==> src/imd_pkg.sv <==
// shared types and constants for the mod 65537 inverse block
package imd_pkg;

    localparam int WORD_W     = 16;
    localparam int DVD_W      = WORD_W + 1;
    localparam int DIV_STEPS  = DVD_W;
    localparam int CNT_W      = $clog2(DIV_STEPS + 1);
    localparam int MAX_PASSES = 32;
    localparam int PASS_W     = $clog2(MAX_PASSES);

    localparam logic [DVD_W-1:0]  MODULUS  = 17'h10001;
    localparam logic [WORD_W-1:0] WORD_ONE = 16'h0001;

    typedef enum logic [2:0] {
        ST_IDLE,
        ST_WAIT0,
        ST_START_A,
        ST_WAIT_A,
        ST_START_B,
        ST_WAIT_B,
        ST_FIN
    } state_t;

    typedef struct packed {
        logic              start;
        logic [DVD_W-1:0]  dividend;
        logic [WORD_W-1:0] divisor;
    } div_req_t;

    typedef struct packed {
        logic              done;
        logic [WORD_W-1:0] quotient;
        logic [WORD_W-1:0] remainder;
    } div_rsp_t;

endpackage

==> src/imd_div.sv <==
// bit-serial restoring divider, 17-bit dividend by 16-bit divisor
module imd_div
    import imd_pkg::*;
(
    input  logic     clk,
    input  logic     rst_n,
    input  div_req_t req,
    output div_rsp_t rsp
);

    logic [WORD_W-1:0] rem_reg, rem_next;
    logic [WORD_W-1:0] quo_reg, quo_next;
    logic [DVD_W-1:0]  dvd_reg, dvd_next;
    logic [WORD_W-1:0] dvs_reg, dvs_next;
    logic [CNT_W-1:0]  cnt_reg, cnt_next;
    logic              busy_reg, busy_next;
    logic              done_reg, done_next;

    logic [DVD_W-1:0]  trial;
    logic              fits;

    assign trial = {rem_reg, dvd_reg[DVD_W-1]};
    assign fits  = (trial >= {1'b0, dvs_reg});

    always_comb
    begin
        rem_next  = rem_reg;
        quo_next  = quo_reg;
        dvd_next  = dvd_reg;
        dvs_next  = dvs_reg;
        cnt_next  = cnt_reg;
        busy_next = busy_reg;
        done_next = 1'b0;
        if (req.start)
        begin
            rem_next  = '0;
            quo_next  = '0;
            dvd_next  = req.dividend;
            dvs_next  = req.divisor;
            cnt_next  = '0;
            busy_next = 1'b1;
        end
        else if (busy_reg)
        begin
            // remainder stays below the divisor, so 16 bits hold it
            if (fits)
            begin
                rem_next = WORD_W'(trial - {1'b0, dvs_reg});
            end
            else
            begin
                rem_next = trial[WORD_W-1:0];
            end
            // divisor is at least 2 whenever the dividend needs 17 bits,
            // so the quotient fits in 16 bits
            quo_next = {quo_reg[WORD_W-2:0], fits};
            dvd_next = {dvd_reg[DVD_W-2:0], 1'b0};
            cnt_next = cnt_reg + CNT_W'(1);
            if (cnt_reg == CNT_W'(DIV_STEPS - 1))
            begin
                busy_next = 1'b0;
                done_next = 1'b1;
            end
        end
    end

    always_ff @(posedge clk or negedge rst_n)
    begin
        if (!rst_n)
        begin
            cnt_reg  <= '0;
            busy_reg <= 1'b0;
            done_reg <= 1'b0;
        end
        else
        begin
            cnt_reg  <= cnt_next;
            busy_reg <= busy_next;
            done_reg <= done_next;
        end
    end

    always_ff @(posedge clk)
    begin
        rem_reg <= rem_next;
        quo_reg <= quo_next;
        dvd_reg <= dvd_next;
        dvs_reg <= dvs_next;
    end

    assign rsp.done      = done_reg;
    assign rsp.quotient  = quo_reg;
    assign rsp.remainder = rem_reg;

endmodule

==> src/inverse_mod_65537.sv <==
// multiplicative inverse modulo 65537: sequencer, coefficient update and output register
//
// usage: one 16-bit word enters on the s_ group, its inverse modulo 65537
// leaves on the m_ group; the word 0 stands for 65536 on both sides.
// a transfer happens on a rising edge with tvalid and tready both high.
// s_tready is high only while the sequencer is idle; one word at a time.
// operands 0 and 1 skip the divider. other operands run an extended
// euclidean algorithm on one shared bit-serial divider: each division runs
// 17 divider steps plus issue and handoff, and one word needs one initial
// division plus two per pass for up to 32 passes; the sequencer finishes
// one word before it takes the next.
// coefficients are updated by one 16x16 multiply-add after each division but the first.
// the result sits in an output register; a new operand is taken while it
// waits, but the sequencer holds its next result until m_tready frees it.
// reset (rst_n low, asynchronous) drops any word in work and any
// pending result; no state carries from one word to the next.
module inverse_mod_65537
    import imd_pkg::*;
(
    input  logic              clk,
    input  logic              rst_n,
    input  logic              s_tvalid,
    output logic              s_tready,
    input  logic [WORD_W-1:0] s_tdata,  // [15:0] operand
    output logic              m_tvalid,
    input  logic              m_tready,
    output logic [WORD_W-1:0] m_tdata   // [15:0] inverse
);

    state_t state_reg, state_next;

    logic [WORD_W-1:0] a_reg, a_next;
    logic [WORD_W-1:0] b_reg, b_next;
    logic [WORD_W-1:0] c0_reg, c0_next;
    logic [WORD_W-1:0] c1_reg, c1_next;
    logic [WORD_W-1:0] res_reg, res_next;
    logic [PASS_W-1:0] pass_reg, pass_next;
    logic              out_vld_reg, out_vld_next;
    logic [WORD_W-1:0] out_reg, out_next;

    div_req_t div_req;
    div_rsp_t div_rsp;

    logic              in_xfer;
    logic              out_free;
    logic              load_out;
    logic              trivial;
    logic [WORD_W-1:0] mul_coef;
    logic [WORD_W-1:0] add_coef;
    logic [2*WORD_W-1:0] prod;
    logic [WORD_W-1:0] coef_upd;
    logic              rem_one;
    logic              rem_zero;
    logic              last_pass;

    imd_div u_div (
        .clk   (clk),
        .rst_n (rst_n),
        .req   (div_req),
        .rsp   (div_rsp)
    );

    assign in_xfer   = s_tvalid && s_tready;
    assign out_free  = !out_vld_reg || m_tready;
    assign trivial   = (s_tdata <= WORD_ONE);
    assign rem_one   = (div_rsp.remainder == WORD_ONE);
    assign rem_zero  = (div_rsp.remainder == '0);
    assign last_pass = (pass_reg == PASS_W'(MAX_PASSES - 1));

    // shared multiply-add, only the low word of each coefficient is kept
    // first half of a pass updates c0 from c1, second half c1 from c0
    assign mul_coef = (state_reg == ST_WAIT_B) ? c0_reg : c1_reg;
    assign add_coef = (state_reg == ST_WAIT_B) ? c1_reg : c0_reg;
    assign prod     = div_rsp.quotient * mul_coef;
    assign coef_upd = add_coef + prod[WORD_W-1:0];

    // next state
    always_comb
    begin
        state_next = state_reg;
        unique case (state_reg)
            ST_IDLE:
            begin
                if (in_xfer)
                begin
                    state_next = trivial ? ST_FIN : ST_WAIT0;
                end
            end
            ST_WAIT0:
            begin
                if (div_rsp.done)
                begin
                    state_next = (rem_one || rem_zero) ? ST_FIN : ST_START_A;
                end
            end
            ST_START_A:
            begin
                state_next = ST_WAIT_A;
            end
            ST_WAIT_A:
            begin
                if (div_rsp.done)
                begin
                    state_next = (rem_one || rem_zero) ? ST_FIN : ST_START_B;
                end
            end
            ST_START_B:
            begin
                state_next = ST_WAIT_B;
            end
            ST_WAIT_B:
            begin
                if (div_rsp.done)
                begin
                    state_next = (rem_one || rem_zero || last_pass) ? ST_FIN : ST_START_A;
                end
            end
            ST_FIN:
            begin
                if (out_free)
                begin
                    state_next = ST_IDLE;
                end
            end
            default:
            begin
                state_next = ST_IDLE;
            end
        endcase
    end

    // sequencer outputs
    always_comb
    begin
        s_tready         = 1'b0;
        load_out         = 1'b0;
        div_req.start    = 1'b0;
        div_req.dividend = MODULUS;
        div_req.divisor  = s_tdata;
        unique case (state_reg)
            ST_IDLE:
            begin
                s_tready      = 1'b1;
                div_req.start = s_tvalid && !trivial;
            end
            ST_START_A:
            begin
                div_req.start    = 1'b1;
                div_req.dividend = {1'b0, a_reg};
                div_req.divisor  = b_reg;
            end
            ST_START_B:
            begin
                div_req.start    = 1'b1;
                div_req.dividend = {1'b0, b_reg};
                div_req.divisor  = a_reg;
            end
            ST_FIN:
            begin
                load_out = out_free;
            end
            default:
            begin
            end
        endcase
    end

    // euclid datapath
    always_comb
    begin
        a_next    = a_reg;
        b_next    = b_reg;
        c0_next   = c0_reg;
        c1_next   = c1_reg;
        res_next  = res_reg;
        pass_next = pass_reg;
        unique case (state_reg)
            ST_IDLE:
            begin
                a_next   = s_tdata;
                res_next = s_tdata;
            end
            ST_WAIT0:
            begin
                if (div_rsp.done)
                begin
                    c1_next   = div_rsp.quotient;
                    b_next    = div_rsp.remainder;
                    c0_next   = WORD_ONE;
                    pass_next = '0;
                    if (rem_one)
                    begin
                        res_next = WORD_ONE - div_rsp.quotient;
                    end
                    else
                    begin
                        res_next = '0;
                    end
                end
            end
            ST_WAIT_A:
            begin
                if (div_rsp.done)
                begin
                    a_next   = div_rsp.remainder;
                    c0_next  = coef_upd;
                    res_next = rem_one ? coef_upd : '0;
                end
            end
            ST_WAIT_B:
            begin
                if (div_rsp.done)
                begin
                    b_next    = div_rsp.remainder;
                    c1_next   = coef_upd;
                    pass_next = pass_reg + PASS_W'(1);
                    // pass limit ends like a remainder of one
                    res_next  = rem_zero ? '0 : (WORD_ONE - coef_upd);
                end
            end
            default:
            begin
            end
        endcase
    end

    always_comb
    begin
        out_vld_next = out_vld_reg;
        out_next     = out_reg;
        if (load_out)
        begin
            out_vld_next = 1'b1;
            out_next     = res_reg;
        end
        else if (m_tready)
        begin
            out_vld_next = 1'b0;
        end
    end

    always_ff @(posedge clk or negedge rst_n)
    begin
        if (!rst_n)
        begin
            state_reg   <= ST_IDLE;
            pass_reg    <= '0;
            out_vld_reg <= 1'b0;
        end
        else
        begin
            state_reg   <= state_next;
            pass_reg    <= pass_next;
            out_vld_reg <= out_vld_next;
        end
    end

    always_ff @(posedge clk)
    begin
        a_reg   <= a_next;
        b_reg   <= b_next;
        c0_reg  <= c0_next;
        c1_reg  <= c1_next;
        res_reg <= res_next;
        out_reg <= out_next;
    end

    assign m_tvalid = out_vld_reg;
    assign m_tdata  = out_reg;

endmodule

==> config.mk <==
export PLATFORM = sky130hd
export DESIGN_NAME = inverse_mod_65537
export DESIGN_NICKNAME = d
export VERILOG_FILES = /design/src/imd_pkg.sv /design/src/imd_div.sv /design/src/inverse_mod_65537.sv
export SDC_FILE = /design/constraint.sdc
export NUM_CORES = 1
export LEC_CHECK = 0
export BUFFER_PORTS_ARGS = -buffer_cell sky130_fd_sc_hd__buf_2
export CAP_MARGIN = 20
export CORE_ASPECT_RATIO = 1.2
export CORE_UTILIZATION = 40
export DETAILED_ROUTE_END_ITERATION = 10
export HOLD_SLACK_MARGIN = 0.12
export PLACE_DENSITY = 0.66
export SYNTH_ARGS = -nofsm -noshare
export SYNTH_HDL_FRONTEND = slang
export SYNTH_SLANG_ARGS = --single-unit
==> constraint.sdc <==
create_clock -name clk -period 17.2 [get_ports clk]
set_input_delay 3.44 -clock clk [delete_from_list [all_inputs] [get_ports clk]]
set_output_delay 3.44 -clock clk [all_outputs]
set_load 0.1 [all_outputs]
==> flow_metrics.env <==
export IMPL_post_drt_via_cell_ratio=5.50
export IMPL_grt_setup_unrepaired="no"
export IMPL_vias=10371
export IMPL_maxSlewViolCount=0
export IMPL_yosysTopAreaCellShare_pct=28.4
export IMPL_drc=0
export IMPL_clk_latency_ps=450
export IMPL_synth_edf_count=129
export IMPL_firstDrtPassIters=6
export IMPL_port_buffers=37
export IMPL_clkSinkCount=177
export IMPL_largest_reg_flops=17
export IMPL_cts_root_buf="clkbuf_16"
export IMPL_post_route_util_pct=44.4
export IMPL_yosys_warnings=0
export IMPL_syn_nets=1604
export IMPL_min_path_type="reg -> reg"
export IMPL_ys_seq_elements=177
export IMPL_hold_slack_ps=420
export IMPL_relSlewSlack_pct=25.8
export IMPL_ios=38
export IMPL_grt_pass1_vias=10246
export IMPL_ys_types=79
export IMPL_dominantRegCellSynth="edfxtp_1"
export IMPL_dieArea_sq_um=34800
export IMPL_clock_skew_ps=12.7
export IMPL_final_common_cell="nand2_1"
export IMPL_min_period_ps=7750
export IMPL_most_common_layout_cells="nand2_1 (225), inv_1 (194), edfxtp_1 (129)"
export IMPL_seq_area_sq_um=4920
export IMPL_cts_tree="done"
export IMPL_ys_seq_area_share_pct=36.1
export IMPL_netlist_area_sq_um=13600
export IMPL_clockBufferDepth=2
export IMPL_post_dp_cell_area_sq_um=14200
export IMPL_status="finished clean"
export IMPL_post_cts_buffers=0
export IMPL_cp_data_arrival_time_ps=7940
export IMPL_synthArstFlopShare_pct=9.04
export IMPL_cts_resized=0
export IMPL_nFillCells=3175
export IMPL_path_max_fanout=44
export IMPL_grt_overflow=0
export IMPL_cts_hold_buf=0
export IMPL_fin_tns_setup_ps=0
export IMPL_drt_iter0_markers=1027
export IMPL_nNetsFinal=1612
export IMPL_cts_buffers=17
export IMPL_worst_pin_slew_ps=1110
export IMPL_cp_end_kind="flip-flop"
export IMPL_r2r_cells=24
export IMPL_drtAntennaViolNets=0
export IMPL_clkTransAtPathRegs_ps=70
export IMPL_place_hpwl_um=26700
export IMPL_synth_largest_area_cell="edfxtp_1"
export IMPL_grt_pass1_wl_um=57900
export IMPL_area_delta_synth_final_pct=8.64
export IMPL_fin_crit_sh_pct=45.1
export IMPL_grt_total_usage_pct=22.3
export IMPL_setup_worst_path_class="reg -> reg"
export IMPL_syn_inst=1415
export IMPL_final_cell_area_sq_um=14800
export IMPL_die_y_um=204
export IMPL_whs_path_depth=0
export IMPL_fp_dieW_um=170
export IMPL_routed_wl_um=37500
export IMPL_multi_input_area_sq_um=7690
export IMPL_max_freq_mhz=129
export IMPL_syn_avg_cell_area_sq_um=9.63
export IMPL_setup_viol=0
export IMPL_worstPathRequired_ps=17390
export IMPL_antenna_cells=0
export IMPL_cts_htree_levels=4
export IMPL_antenna_found_initial=0
export IMPL_start_kind="flip-flop"
export IMPL_drive_above_1_share_pct=7.94
export IMPL_design_core_area_sq_um=33300
export IMPL_drv_cap=0
export IMPL_gp_congestion=0.901
export IMPL_start_util_pct=40.9
export IMPL_synth_area_leaders="edfxtp_1 (28%), fa_1 (14%), ha_1 (6.8%)"
export IMPL_num_rows=73
export IMPL_grt_max_degree=45
export IMPL_routedWlPerCell_um=19.9
export IMPL_hold_viol=0
cells in the mapped netlist, drive strengths merged (21+ instances only):
cell type,instances
inv,194
nor2,74
dfxtp,32
clkbuf,62
ha,74
o21ai,63
edfxtp,129
a21oi,26
nor2b,36
mux2i,39
nand3,26
xnor2,49
fa,95
nand2,226
and2,28
a22oi,21
layout make-up:
type,count,share of cell area (%)
Clock buffer,22,3.15
Sequential cell,177,33.2
Clock inverter,10,0.490
Multi-Input combinational cell,971,52.0
Tap cell,450,3.80
Timing Repair Buffer,60,2.42
Inverter,196,4.97
cells by family (layout without fill, tap and decap cells):
kind of cell    count (synthesis)  in the layout  share of synthesized area (%)
flops                         177            177                           36.1
mux                            45             45                           3.59
compound gates                212            212                           10.6
xor+xnor                       68             68                           4.91
fa+ha+maj                     169            169                           20.8
simple gates                  477            477                           16.4
buf+inv                       267            288                           7.68
final timing paths:
check / startpoint / end / slack [ps]
max in group asynchronous: rst_n / u_div.busy_reg$_DFF_PN0_ / 14010
min in group asynchronous: rst_n / m_tvalid$_DFFE_PN0P_ / 2900
min: res_reg[4]$_DFFE_PP_ / m_tdata[4]$_DFFE_PP_ / 420
min reg2reg: res_reg[4]$_DFFE_PP_ / m_tdata[4]$_DFFE_PP_ / 420
max: state_reg[2]$_DFFE_PN0P_ / res_reg[15]$_DFFE_PP_ / 9450
max reg2reg: state_reg[2]$_DFFE_PN0P_ / res_reg[15]$_DFFE_PP_ / 9450
critical path: stages (launching register included):
cell and delay (ps):
dfrtp_1 700, nand3b_4 560, nand2_1 220, nand2_1 440
and2_1 370, fa_1 510, inv_1 50, fa_1 480
inv_1 50, ha_1 200, fa_1 480, ha_1 280
inv_1 50, fa_1 550, inv_1 50, ha_1 350
o21a_1 130, o31a_1 130, o21a_1 180, or3_1 350
a211o_1 320, a2111oi_2 470, o2111ai_1 200, xnor2_1 230
o221ai_2 120
per-layer routing:
| layer | global-route usage [%] | part of all wire (%) | vias up | routed length (um) |
|---|---|---|---|---|
| li1 | - | - | 4786 | - |
| met1 | 27.7 | 40 | 5090 | 15100 |
| met5 | 0 | 0 | - | 0 |
| met2 | 38.0 | 49 | 418 | 18300 |
| met3 | 3.78 | 7.3 | 77 | 2730 |
| met4 | 9.78 | 3.8 | 0 | 1430 |
stage by stage:
| stage | std cells | setup WS [ps] |
|---|---|---|
| 3_5_place_dp | 1852 | 9230 |
| 4_1_cts | 1884 | 9210 |
| 6_report | 1886 | 9450 |
| 5_1_grt | 1886 | 9030 |
| 3_3_place_gp | 1852 | 9480 |
| 2_1_floorplan | 1415 | 10570 |
Power is not shown: default switching activity piles up to over one toggle a cycle in this logic, so the estimate is an artifact.
